[src/rtl/core/yfmse_pkg.sv]
// Shared types, widths and codes for the YUV 4:2:0 frame MSE block.
// Used by every module under rtl/core; depends on nothing else.
`default_nettype none

package yfmse_pkg;

    localparam int SAMPLE_W     = 16;
    localparam int FP_W         = 25;
    localparam int MSE_W        = 40;
    localparam int LUMA_SUM_W   = 56;
    localparam int CHROMA_SUM_W = 54;
    localparam int SQ_W         = 2 * SAMPLE_W;
    localparam int PLANE_W      = 2;

    localparam int MIN_FRAME_PIXELS     = 4;
    localparam int DEF_MAX_FRAME_PIXELS = 16777216;
    localparam int DEF_FRACTION_BITS    = 8;

    localparam int QUEUE_DEPTH = 2;
    localparam int QCNT_W      = $clog2(QUEUE_DEPTH + 1);

    localparam int CFG_IDX_W  = 1;
    localparam int CFG_DATA_W = FP_W;

    localparam logic [CFG_IDX_W-1:0] CFG_FRAME_PIXELS = 1'b0;
    localparam logic [CFG_IDX_W-1:0] CFG_SAMPLE_MODE  = 1'b1;

    localparam logic [PLANE_W-1:0] PLANE_LUMA = 2'd0;
    localparam logic [PLANE_W-1:0] PLANE_CR   = 2'd1;
    localparam logic [PLANE_W-1:0] PLANE_CB   = 2'd2;

    typedef struct packed {
        logic [SAMPLE_W-1:0] ref_sample;
        logic [SAMPLE_W-1:0] test_sample;
    } sample_t;

    typedef struct packed {
        logic [MSE_W-1:0] luma_mse;
        logic [MSE_W-1:0] mse_cr;
        logic [MSE_W-1:0] mse_cb;
    } result_t;

    // One finished frame waiting for its divisions.
    typedef struct packed {
        logic [LUMA_SUM_W-1:0]   luma_sum;
        logic [CHROMA_SUM_W-1:0] cr_sum;
        logic [CHROMA_SUM_W-1:0] cb_sum;
        logic [FP_W-1:0]         pixels;
    } job_t;

    typedef struct packed {
        logic [QCNT_W-1:0] count;
        logic              empty;
    } queue_status_t;

    typedef enum logic [1:0] {
        BK_IDLE,
        BK_LOAD,
        BK_DIV,
        BK_FINISH
    } back_state_t;

endpackage

`default_nettype wire

[src/rtl/core/yfmse_front.sv]
// Front end: configuration registers, sample classification and the
// per-plane sums of squared differences. Depends on yfmse_pkg.
`default_nettype none

module yfmse_front
    import yfmse_pkg::*;
#(
    parameter int MAX_FRAME_PIXELS = DEF_MAX_FRAME_PIXELS
)
(
    input  wire logic                  clk,
    input  wire logic                  rst_n,
    input  wire logic                  cfg_valid,
    input  wire logic [CFG_IDX_W-1:0]  cfg_index,
    input  wire logic [CFG_DATA_W-1:0] cfg_data,
    input  wire logic                  push,
    input  wire sample_t               sample,
    output logic                       full,
    input  wire queue_status_t         q_status,
    output logic                       q_push,
    output job_t                       q_job
);

    logic [FP_W-1:0] frame_pixels_reg;
    logic            sample_mode_reg;

    logic [FP_W-1:0]    index_reg, index_next;
    logic [PLANE_W-1:0] plane_reg, plane_next;

    logic                s1_valid_reg;
    logic                s1_end_reg;
    logic [PLANE_W-1:0]  s1_plane_reg;
    logic [SAMPLE_W-1:0] s1_diff_reg;
    logic [FP_W-1:0]     s1_pixels_reg;

    logic                s2_valid_reg;
    logic                s2_end_reg;
    logic [PLANE_W-1:0]  s2_plane_reg;
    logic [SQ_W-1:0]     s2_sq_reg;
    logic [FP_W-1:0]     s2_pixels_reg;

    logic [LUMA_SUM_W-1:0]   luma_sum_reg, luma_sum_next, luma_upd;
    logic [CHROMA_SUM_W-1:0] cr_sum_reg, cr_sum_next, cr_upd;
    logic [CHROMA_SUM_W-1:0] cb_sum_reg, cb_sum_next, cb_upd;

    logic                accept;
    logic [SAMPLE_W-1:0] a_val, b_val, diff;
    logic [FP_W-1:0]     n_eff, limit, index_inc;
    logic                plane_done, frame_end;
    logic [QCNT_W+1:0]   slots_used;

    // A frame end in flight must find a free queue entry when it arrives.
    assign slots_used = (QCNT_W+2)'(q_status.count)
                      + (QCNT_W+2)'(s1_valid_reg & s1_end_reg)
                      + (QCNT_W+2)'(s2_valid_reg & s2_end_reg);
    assign full   = slots_used >= (QCNT_W+2)'(QUEUE_DEPTH);
    assign accept = push & ~full;

    always_ff @(posedge clk or negedge rst_n)
    begin
        if (!rst_n)
        begin
            frame_pixels_reg <= FP_W'(MIN_FRAME_PIXELS);
            sample_mode_reg  <= 1'b0;
        end
        else if (cfg_valid)
        begin
            case (cfg_index)
                CFG_FRAME_PIXELS: frame_pixels_reg <= cfg_data[FP_W-1:0];
                CFG_SAMPLE_MODE:  sample_mode_reg  <= cfg_data[0];
                default:          ;
            endcase
        end
    end

    always_comb
    begin
        a_val = sample_mode_reg ? sample.ref_sample
                                : {8'h00, sample.ref_sample[7:0]};
        b_val = sample_mode_reg ? sample.test_sample
                                : {8'h00, sample.test_sample[7:0]};
        diff  = (a_val > b_val) ? (a_val - b_val) : (b_val - a_val);

        if (frame_pixels_reg < FP_W'(MIN_FRAME_PIXELS))
            n_eff = FP_W'(MIN_FRAME_PIXELS);
        else if (frame_pixels_reg > FP_W'(MAX_FRAME_PIXELS))
            n_eff = FP_W'(MAX_FRAME_PIXELS);
        else
            n_eff = frame_pixels_reg;

        limit      = (plane_reg == PLANE_LUMA) ? n_eff : (n_eff >> 2);
        index_inc  = index_reg + FP_W'(1);
        plane_done = index_inc >= limit;
        frame_end  = plane_done && !(plane_reg inside {PLANE_LUMA, PLANE_CR});

        index_next = index_reg;
        plane_next = plane_reg;
        if (accept)
        begin
            index_next = plane_done ? '0 : index_inc;
            if (plane_done)
                plane_next = frame_end ? PLANE_LUMA : plane_reg + PLANE_W'(1);
        end
    end

    always_ff @(posedge clk or negedge rst_n)
    begin
        if (!rst_n)
        begin
            index_reg    <= '0;
            plane_reg    <= PLANE_LUMA;
            s1_valid_reg <= 1'b0;
            s2_valid_reg <= 1'b0;
        end
        else
        begin
            index_reg    <= index_next;
            plane_reg    <= plane_next;
            s1_valid_reg <= accept;
            s2_valid_reg <= s1_valid_reg;
        end
    end

    always_ff @(posedge clk)
    begin
        if (accept)
        begin
            s1_end_reg    <= frame_end;
            s1_plane_reg  <= plane_reg;
            s1_diff_reg   <= diff;
            s1_pixels_reg <= n_eff;
        end
        if (s1_valid_reg)
        begin
            s2_end_reg    <= s1_end_reg;
            s2_plane_reg  <= s1_plane_reg;
            s2_sq_reg     <= s1_diff_reg * s1_diff_reg;
            s2_pixels_reg <= s1_pixels_reg;
        end
    end

    always_comb
    begin
        luma_upd = luma_sum_reg;
        cr_upd   = cr_sum_reg;
        cb_upd   = cb_sum_reg;
        case (s2_plane_reg)
            PLANE_LUMA: luma_upd = luma_sum_reg + LUMA_SUM_W'(s2_sq_reg);
            PLANE_CR:   cr_upd   = cr_sum_reg + CHROMA_SUM_W'(s2_sq_reg);
            default:    cb_upd   = cb_sum_reg + CHROMA_SUM_W'(s2_sq_reg);
        endcase

        q_push         = s2_valid_reg & s2_end_reg;
        q_job.luma_sum = luma_upd;
        q_job.cr_sum   = cr_upd;
        q_job.cb_sum   = cb_upd;
        q_job.pixels   = s2_pixels_reg;

        luma_sum_next = luma_sum_reg;
        cr_sum_next   = cr_sum_reg;
        cb_sum_next   = cb_sum_reg;
        if (s2_valid_reg)
        begin
            luma_sum_next = s2_end_reg ? '0 : luma_upd;
            cr_sum_next   = s2_end_reg ? '0 : cr_upd;
            cb_sum_next   = s2_end_reg ? '0 : cb_upd;
        end
    end

    always_ff @(posedge clk or negedge rst_n)
    begin
        if (!rst_n)
        begin
            luma_sum_reg <= '0;
            cr_sum_reg   <= '0;
            cb_sum_reg   <= '0;
        end
        else
        begin
            luma_sum_reg <= luma_sum_next;
            cr_sum_reg   <= cr_sum_next;
            cb_sum_reg   <= cb_sum_next;
        end
    end

endmodule

`default_nettype wire

[src/rtl/core/yfmse_fifo.sv]
// Short queue of finished-frame sums between the front and back ends.
// Depends on yfmse_pkg; the head item is read out into a register on pop.
`default_nettype none

module yfmse_fifo
    import yfmse_pkg::*;
(
    input  wire logic      clk,
    input  wire logic      rst_n,
    input  wire logic      push,
    input  wire job_t      wr_data,
    input  wire logic      pop,
    output job_t           rd_data,
    output queue_status_t  status
);

    localparam int PTR_W = (QUEUE_DEPTH > 1) ? $clog2(QUEUE_DEPTH) : 1;

    job_t              mem [QUEUE_DEPTH];
    job_t              rd_data_reg;
    logic [PTR_W-1:0]  wr_ptr_reg, rd_ptr_reg;
    logic [QCNT_W-1:0] count_reg;

    function automatic logic [PTR_W-1:0] ptr_inc(input logic [PTR_W-1:0] p);
        ptr_inc = (p == PTR_W'(QUEUE_DEPTH - 1)) ? '0 : p + PTR_W'(1);
    endfunction

    always_ff @(posedge clk)
    begin
        if (push)
            mem[wr_ptr_reg] <= wr_data;
        if (pop)
            rd_data_reg <= mem[rd_ptr_reg];
    end

    always_ff @(posedge clk or negedge rst_n)
    begin
        if (!rst_n)
        begin
            wr_ptr_reg <= '0;
            rd_ptr_reg <= '0;
            count_reg  <= '0;
        end
        else
        begin
            if (push)
                wr_ptr_reg <= ptr_inc(wr_ptr_reg);
            if (pop)
                rd_ptr_reg <= ptr_inc(rd_ptr_reg);
            count_reg <= count_reg + QCNT_W'(push) - QCNT_W'(pop);
        end
    end

    assign rd_data      = rd_data_reg;
    assign status.count = count_reg;
    assign status.empty = (count_reg == '0);

`ifndef NO_ASSERTIONS
    a_no_overflow: assert property (@(posedge clk) disable iff (!rst_n)
        push |-> (count_reg < QCNT_W'(QUEUE_DEPTH)))
        else $error("frame queue written while holding every entry");

    a_no_underflow: assert property (@(posedge clk) disable iff (!rst_n)
        pop |-> (count_reg != '0))
        else $error("frame queue read while empty");
`endif

endmodule

`default_nettype wire

[src/rtl/core/yfmse_back.sv]
// Back end: one restoring divider shared by the three planes, and the
// result register. Depends on yfmse_pkg.
`default_nettype none

module yfmse_back
    import yfmse_pkg::*;
#(
    parameter int FRACTION_BITS = DEF_FRACTION_BITS
)
(
    input  wire logic          clk,
    input  wire logic          rst_n,
    input  wire queue_status_t q_status,
    output logic               q_pop,
    input  wire job_t          q_job,
    output logic               empty,
    input  wire logic          pop,
    output result_t            result
);

    localparam int DIV_W  = LUMA_SUM_W + FRACTION_BITS;
    localparam int STEP_W = $clog2(DIV_W);
    localparam int REM_W  = FP_W + 1;

    back_state_t state_reg, state_next;

    logic                    load_job, do_step, last_step, load_out;
    logic [PLANE_W-1:0]      plane_reg;
    logic [STEP_W-1:0]       step_reg;
    logic [DIV_W-1:0]        dvd_reg;
    logic [FP_W-1:0]         divisor_reg, chroma_div_reg;
    logic [FP_W-1:0]         rem_reg;
    logic [REM_W-1:0]        rem_sh, rem_new;
    logic [MSE_W-1:0]        quo_reg, quo_new, mean;
    logic                    ovf_reg, ovf_new, ge;
    logic [CHROMA_SUM_W-1:0] cr_sum_reg, cb_sum_reg;
    logic [MSE_W-1:0]        luma_res_reg, cr_res_reg, cb_res_reg;
    logic                    out_valid_reg;
    result_t                 out_reg;

    always_comb
    begin
        state_next = state_reg;
        case (state_reg)
            BK_IDLE:   if (!q_status.empty) state_next = BK_LOAD;
            BK_LOAD:   state_next = BK_DIV;
            BK_DIV:    if (last_step && plane_reg == PLANE_CB) state_next = BK_FINISH;
            BK_FINISH: if (!out_valid_reg) state_next = BK_IDLE;
            default:   state_next = BK_IDLE;
        endcase
    end

    always_comb
    begin
        q_pop     = 1'b0;
        load_job  = 1'b0;
        do_step   = 1'b0;
        load_out  = 1'b0;
        case (state_reg)
            BK_IDLE:   q_pop    = ~q_status.empty;
            BK_LOAD:   load_job = 1'b1;
            BK_DIV:    do_step  = 1'b1;
            BK_FINISH: load_out = ~out_valid_reg;
            default:   ;
        endcase
        last_step = do_step && (step_reg == STEP_W'(DIV_W - 1));
    end

    always_ff @(posedge clk or negedge rst_n)
    begin
        if (!rst_n)
            state_reg <= BK_IDLE;
        else
            state_reg <= state_next;
    end

    // One quotient bit a cycle, most significant first. A bit that would
    // fall off the top of the 40-bit quotient marks the mean as saturated.
    always_comb
    begin
        rem_sh  = {rem_reg, dvd_reg[DIV_W-1]};
        ge      = rem_sh >= {1'b0, divisor_reg};
        rem_new = ge ? (rem_sh - {1'b0, divisor_reg}) : rem_sh;
        quo_new = {quo_reg[MSE_W-2:0], ge};
        ovf_new = ovf_reg | quo_reg[MSE_W-1];
        mean    = ovf_new ? '1 : quo_new;
    end

    always_ff @(posedge clk)
    begin
        if (load_job)
        begin
            plane_reg      <= PLANE_LUMA;
            dvd_reg        <= DIV_W'(q_job.luma_sum) << FRACTION_BITS;
            divisor_reg    <= q_job.pixels;
            chroma_div_reg <= q_job.pixels >> 2;
            cr_sum_reg     <= q_job.cr_sum;
            cb_sum_reg     <= q_job.cb_sum;
            step_reg       <= '0;
            rem_reg        <= '0;
            quo_reg        <= '0;
            ovf_reg        <= 1'b0;
        end
        else if (do_step)
        begin
            if (last_step)
            begin
                step_reg    <= '0;
                rem_reg     <= '0;
                quo_reg     <= '0;
                ovf_reg     <= 1'b0;
                divisor_reg <= chroma_div_reg;
                plane_reg   <= plane_reg + PLANE_W'(1);
                case (plane_reg)
                    PLANE_LUMA:
                    begin
                        luma_res_reg <= mean;
                        dvd_reg      <= DIV_W'(cr_sum_reg) << FRACTION_BITS;
                    end
                    PLANE_CR:
                    begin
                        cr_res_reg <= mean;
                        dvd_reg    <= DIV_W'(cb_sum_reg) << FRACTION_BITS;
                    end
                    default:
                    begin
                        cb_res_reg <= mean;
                    end
                endcase
            end
            else
            begin
                step_reg <= step_reg + STEP_W'(1);
                dvd_reg  <= dvd_reg << 1;
                // The remainder stays below the divisor, so its top bit is clear.
                rem_reg  <= rem_new[FP_W-1:0];
                quo_reg  <= quo_new;
                ovf_reg  <= ovf_new;
            end
        end
        if (load_out)
        begin
            out_reg.luma_mse <= luma_res_reg;
            out_reg.mse_cr   <= cr_res_reg;
            out_reg.mse_cb   <= cb_res_reg;
        end
    end

    always_ff @(posedge clk or negedge rst_n)
    begin
        if (!rst_n)
            out_valid_reg <= 1'b0;
        else if (load_out)
            out_valid_reg <= 1'b1;
        else if (pop)
            out_valid_reg <= 1'b0;
    end

    assign empty  = ~out_valid_reg;
    assign result = out_reg;

`ifndef NO_ASSERTIONS
    a_load_after_idle: assert property (@(posedge clk) disable iff (!rst_n)
        (state_reg == BK_LOAD) |-> ($past(state_reg) == BK_IDLE))
        else $error("job loaded without a queue read the cycle before");

    a_finish_after_cb: assert property (@(posedge clk) disable iff (!rst_n)
        (last_step && plane_reg == PLANE_CB) |=> (state_reg == BK_FINISH))
        else $error("second chroma division ended without finishing the frame");
`endif

endmodule

`default_nettype wire

[src/rtl/core/yuv420_frame_mse_top.sv]
// Top level of the YUV 4:2:0 frame MSE block: front end, frame queue and
// divider back end. Depends on yfmse_pkg, yfmse_front, yfmse_fifo, yfmse_back.
`default_nettype none

// Sample pairs are taken at one item per cycle whenever full is low: luma
// pairs first, then the two chroma planes of frame_pixels/4 pairs each. The
// front end squares and accumulates in a three-stage pipeline, so full is
// set only when the two-entry frame queue is spoken for by finished frames.
// Each finished frame then passes through the back end's restoring
// divider, which is shared by the three planes and gives one quotient
// bit a cycle; its result item waits in an output register until
// popped. cfg_ready is always high, and registers should be written only
// while no frame is in progress. No clearing pass is needed after reset.
module yuv420_frame_mse_top
    import yfmse_pkg::*;
#(
    parameter int MAX_FRAME_PIXELS = DEF_MAX_FRAME_PIXELS,
    parameter int FRACTION_BITS    = DEF_FRACTION_BITS
)
(
    input  wire logic                  clk,
    input  wire logic                  rst_n,
    input  wire logic                  cfg_valid,
    output logic                       cfg_ready,
    input  wire logic [CFG_IDX_W-1:0]  cfg_index,
    input  wire logic [CFG_DATA_W-1:0] cfg_data,
    input  wire logic                  push,
    output logic                       full,
    input  wire sample_t               sample,
    output logic                       empty,
    input  wire logic                  pop,
    output result_t                    result
);

    queue_status_t q_status;
    logic          q_push, q_pop;
    job_t          q_wr_job, q_rd_job;

    assign cfg_ready = 1'b1;

    yfmse_front #(
        .MAX_FRAME_PIXELS (MAX_FRAME_PIXELS)
    ) u_front (
        .clk       (clk),
        .rst_n     (rst_n),
        .cfg_valid (cfg_valid & cfg_ready),
        .cfg_index (cfg_index),
        .cfg_data  (cfg_data),
        .push      (push),
        .sample    (sample),
        .full      (full),
        .q_status  (q_status),
        .q_push    (q_push),
        .q_job     (q_wr_job)
    );

    yfmse_fifo u_fifo (
        .clk     (clk),
        .rst_n   (rst_n),
        .push    (q_push),
        .wr_data (q_wr_job),
        .pop     (q_pop),
        .rd_data (q_rd_job),
        .status  (q_status)
    );

    yfmse_back #(
        .FRACTION_BITS (FRACTION_BITS)
    ) u_back (
        .clk      (clk),
        .rst_n    (rst_n),
        .q_status (q_status),
        .q_pop    (q_pop),
        .q_job    (q_rd_job),
        .empty    (empty),
        .pop      (pop),
        .result   (result)
    );

endmodule

`default_nettype wire
[config.mk]
export PLATFORM = sky130hd
export DESIGN_NAME = yuv420_frame_mse_top
export DESIGN_NICKNAME = d
export VERILOG_FILES = /design/src/rtl/core/yfmse_pkg.sv /design/src/rtl/core/yfmse_front.sv /design/src/rtl/core/yfmse_fifo.sv /design/src/rtl/core/yfmse_back.sv /design/src/rtl/core/yuv420_frame_mse_top.sv
export SDC_FILE = /design/constraint.sdc
export NUM_CORES = 2
export LEC_CHECK = 0
export ABC_AREA = 1
export BUFFER_PORTS_ARGS = -buffer_cell sky130_fd_sc_hd__buf_2
export CELL_PAD_IN_SITES_DETAIL_PLACEMENT = 0
export CELL_PAD_IN_SITES_GLOBAL_PLACEMENT = 2
export CORE_ASPECT_RATIO = 0.9
export CORE_MARGIN = 4
export CORE_UTILIZATION = 45
export CTS_BUF_LIST = sky130_fd_sc_hd__clkbuf_4 sky130_fd_sc_hd__clkbuf_8
export CTS_CLUSTER_DIAMETER = 120
export DETAILED_ROUTE_END_ITERATION = 6
export HOLD_SLACK_MARGIN = 0.05
export PLACE_DENSITY = 0.93
export SYNTH_ARGS = -nofsm -noshare
export SYNTH_HDL_FRONTEND = slang
export SYNTH_SLANG_ARGS = --single-unit
[constraint.sdc]
create_clock -name clk -period 23 [get_ports clk]
set_input_delay 3.45 -clock clk [delete_from_list [all_inputs] [get_ports clk]]
set_output_delay 3.45 -clock clk [all_outputs]
set_load 0.005 [all_outputs]
==> impl_summary.log <==
[metrics] first-pass iteration count of the detailed router: 7
[metrics] worst flop-to-flop path startpoint: u_front.s1_diff_reg[6]
[metrics] Worst setup SP type: flop
[metrics] Initial Util: 45.4%
[metrics] count of nets after finishing: 8,595
[metrics] ranking of synthesized cells by area: sky130_fd_sc_hd__edfxtp_1 (46%), sky130_fd_sc_hd__nand2_1 (14%), sky130_fd_sc_hd__dfrtp_1 (7.6%)
[metrics] layout cells sized above 1: 8.77%
[metrics] cell with the most instances after synthesis: sky130_fd_sc_hd__nand2_1
[metrics] clock sink total: 1,422
[metrics] Worst slew margin: 14.0%
[metrics] RSZ-0062 raised after global routing: false
[metrics] total setup violations reported at the end of the flow: 0
[metrics] count of instances resized after the clock tree is built: 0
[metrics] max-slew violations: 0
[metrics] global-route wire length before repair: 300,000 um
[metrics] core region area: 162,000 um2
[metrics] clock transition at the registers of the reported paths: 60 ps
[metrics] Util after Layout: 50.4%
[metrics] Post-Synthesis Cell Area: 73,700 um2
[metrics] die width: 435 um
[metrics] mean routed wirelength per cell: 18.4 um
[metrics] flip-flop count of the largest register after layout: 378
[metrics] async set-or-reset flop fraction in the synthesized netlist: 15.9%
[metrics] sequential share of the synthesized area: 55.4%
[metrics] number of distinct library cell variants in the gate-level netlist after synthesis: 62
[metrics] maximum number of pins on one net before global-route repair: 168
[metrics] H-tree depth: 4
[metrics] Area Overhead vs Synth: 11.0%
[metrics] synthesized instance count: 7,863
[metrics] max cap viols: 0
[metrics] total length of routed wires: 191,000 um
[metrics] number of violations reported at the end of detailed-routing iteration 0: 4,368
[metrics] number of buffers inserted by post-CTS setup repair: 0
[metrics] Die Area: 170,000 um2
[metrics] total global routing overflow: 0
[metrics] Post-synth EDFFs: 1,122
[metrics] CTS Hold Bufs: 0
[metrics] worst hold margin: 385 ps
[metrics] Fin Setup TNS: 0 ps
[metrics] shortest period the worst path allows: 6220 ps
[metrics] fill count: 14,900
[metrics] average cell area after synthesis: 9.37 um2
[metrics] Placed Instance Area: 76,700 um2
[metrics] final hold violation count: 0
[metrics] max frequency: 0.161 GHz
[metrics] Critical path destination: full
[metrics] Mapped Nets: 8,384
[metrics] flop2flop setup slack: 16,950 ps
[metrics] insertion delay of the later-clocked pin in the worst-skew pair: 970 ps
[metrics] cell type with the highest aggregate area in the netlist: sky130_fd_sc_hd__edfxtp_1
[metrics] final worst path period share: 27.1%
[metrics] worst path arrival time: 2770 ps
[metrics] number of core rows: 140
[metrics] final weighted congestion in routability-driven placement: 0.925
[metrics] GR Util All Layers: 22.7%
[metrics] setup skew after layout: 67.4 ps
[metrics] final antenna-violating net count: 0
[metrics] Longest Clk Path Bufs: 3
[metrics] Final Cell Area: 81,800 um2
[metrics] r2r worst-path depth: 17
[metrics] kind of end point of the critical path: output pin
[metrics] root buffer cell: sky130_fd_sc_hd__clkbuf_8
[metrics] DRC violation count after routing: 0
[metrics] number of global-route vias before repair: 52,200
[metrics] I/O pin count: 186
[metrics] clock tree from TritonCTS: done
[metrics] R2R Path End: u_front.s2_sq_reg[30]
[metrics] Synth top cells by count: sky130_fd_sc_hd__nand2_1 (2,772), sky130_fd_sc_hd__edfxtp_1 (1,122), sky130_fd_sc_hd__inv_1 (1,064)
[metrics] outcome: finished, final reports clean
[metrics] TritonCTS Buffers: 226
[metrics] # port buffers: 184
[metrics] critical path start-end classification: reg2out
[metrics] warnings from Yosys: 0
[metrics] Detail Placement HPWL: 138,000 um
[metrics] FF+latch count, synth: 1,422
[metrics] antenna violations before repair: 8
[metrics] required time at the endpoint of the critical path: 19,550 ps
[metrics] pin slew with the least headroom to its limit: 1290 ps
[metrics] height of the die: 392 um
[metrics] predominant post-synthesis flop cell: sky130_fd_sc_hd__edfxtp_1
[metrics] vias per inst: 5.09
[metrics] classification of the worst-slack hold path: reg2reg
[metrics] top cell type's share of synthesized area: 45.7%
[metrics] largest fanout on the critical path: 61
[metrics] routed vias: 53,100
[metrics] origin of the worst setup path: u_front.s1_valid_reg
## how the worst min path moves through the flow
stage / start / to / slack (ps) / depth (start not counted)
2_1_floorplan: u_fifo.rd_data[25] / u_back.cb_sum_reg[0] / 400 / 0
3_3_place_gp: u_back.luma_res_reg[9] / u_back.result[89] / 400 / 0
3_5_place_dp: u_fifo.rd_data[68] / u_back.cb_sum_reg[43] / 400 / 0
4_1_cts: u_back.cb_res_reg[18] / u_back.result[18] / 390 / 0
5_1_grt: u_front.s1_pixels_reg[17] / u_front.s2_pixels_reg[17] / 400 / 0
6_report: u_back.cb_res_reg[18] / u_back.result[18] / 380 / 0
## stage by stage
| stage | std cells | worst slack, ps |
|---|---|---|
| after CTS | 10400 | 16560 |
| final | 10400 | 16780 |
| after global routing | 10400 | 16520 |
| after floorplan | 7863 | 13820 |
| after detailed placement | 9976 | 16920 |
| after global placement | 9976 | 16890 |
## cell type report
class	instances	area [um2]	share of cell area (%)
flip-flops and latches	1422	40800	49.9
multi-input cells	5121	27900	34.1
inverters	1077	4060	4.96
clock buffers	318	3950	4.82
well taps	2130	2670	3.26
repair buffers	226	1270	1.55
clock inverters	115	1130	1.38
diodes	4	10.0	0.0122
## cell usage in the layout (no fill, tap or decap), types with 9 or more instances in the layout
cell type and instances:
sky130_fd_sc_hd__a21boi_0 9, sky130_fd_sc_hd__a21o_1 11, sky130_fd_sc_hd__a21oi_1 296, sky130_fd_sc_hd__a22o_1 12
sky130_fd_sc_hd__and2_1 28, sky130_fd_sc_hd__buf_2 183, sky130_fd_sc_hd__buf_4 40, sky130_fd_sc_hd__bufinv_16 16
sky130_fd_sc_hd__clkbuf_4 69, sky130_fd_sc_hd__clkbuf_8 249, sky130_fd_sc_hd__clkinv_1 38, sky130_fd_sc_hd__clkinv_2 39
sky130_fd_sc_hd__clkinvlp_4 9, sky130_fd_sc_hd__dfrtp_1 223, sky130_fd_sc_hd__dfxtp_1 74, sky130_fd_sc_hd__edfxtp_1 1122
sky130_fd_sc_hd__fa_1 169, sky130_fd_sc_hd__ha_1 288, sky130_fd_sc_hd__inv_1 1056, sky130_fd_sc_hd__inv_2 14
sky130_fd_sc_hd__mux2_2 17, sky130_fd_sc_hd__nand2_1 2772, sky130_fd_sc_hd__nand3_1 352, sky130_fd_sc_hd__nand3b_1 52
sky130_fd_sc_hd__nand4_1 134, sky130_fd_sc_hd__nor2_1 384, sky130_fd_sc_hd__nor2_4 10, sky130_fd_sc_hd__nor3_1 60
sky130_fd_sc_hd__nor4_1 26, sky130_fd_sc_hd__o21ai_0 220, sky130_fd_sc_hd__o21bai_1 30, sky130_fd_sc_hd__o22ai_1 11
sky130_fd_sc_hd__or2_2 21, sky130_fd_sc_hd__xnor2_1 66, sky130_fd_sc_hd__xor2_1 76
## logic make-up after synthesis
kind of cell,Yosys count,synth area share [%]
and+or+nand+nor,3871,21.6
DFF,1422,55.4
buffers and inverters,1320,6.84
AOI/OAI and AO/OA,632,4.69
adders and majority gates,458,9.50
xor gates and xnor gates,142,1.69
muxes,17,0.260
other,1,0.00509
## worst max-delay path: stages, from the launching register on
cell and delay [ps]:
sky130_fd_sc_hd__dfrtp_2 330, sky130_fd_sc_hd__buf_4 650, sky130_fd_sc_hd__nand2_1 110, sky130_fd_sc_hd__inv_1 80, sky130_fd_sc_hd__ha_1 220, sky130_fd_sc_hd__nand3_1 100
sky130_fd_sc_hd__nand3_1 150, sky130_fd_sc_hd__buf_2 180
## layer usage
layer | vias up | wire length, um | GRT usage, %
li1 | 26000 | - | -
met1 | 25400 | 91100 | 33.3
met2 | 1397 | 85600 | 35.5
met3 | 252 | 11000 | 3.26
met4 | 0 | 3760 | 5.61
met5 | - | 0 | 0
Power is left out: the tool's default activity adds up to more than one toggle a clock period on the data nets, which glitch-free logic cannot reach.
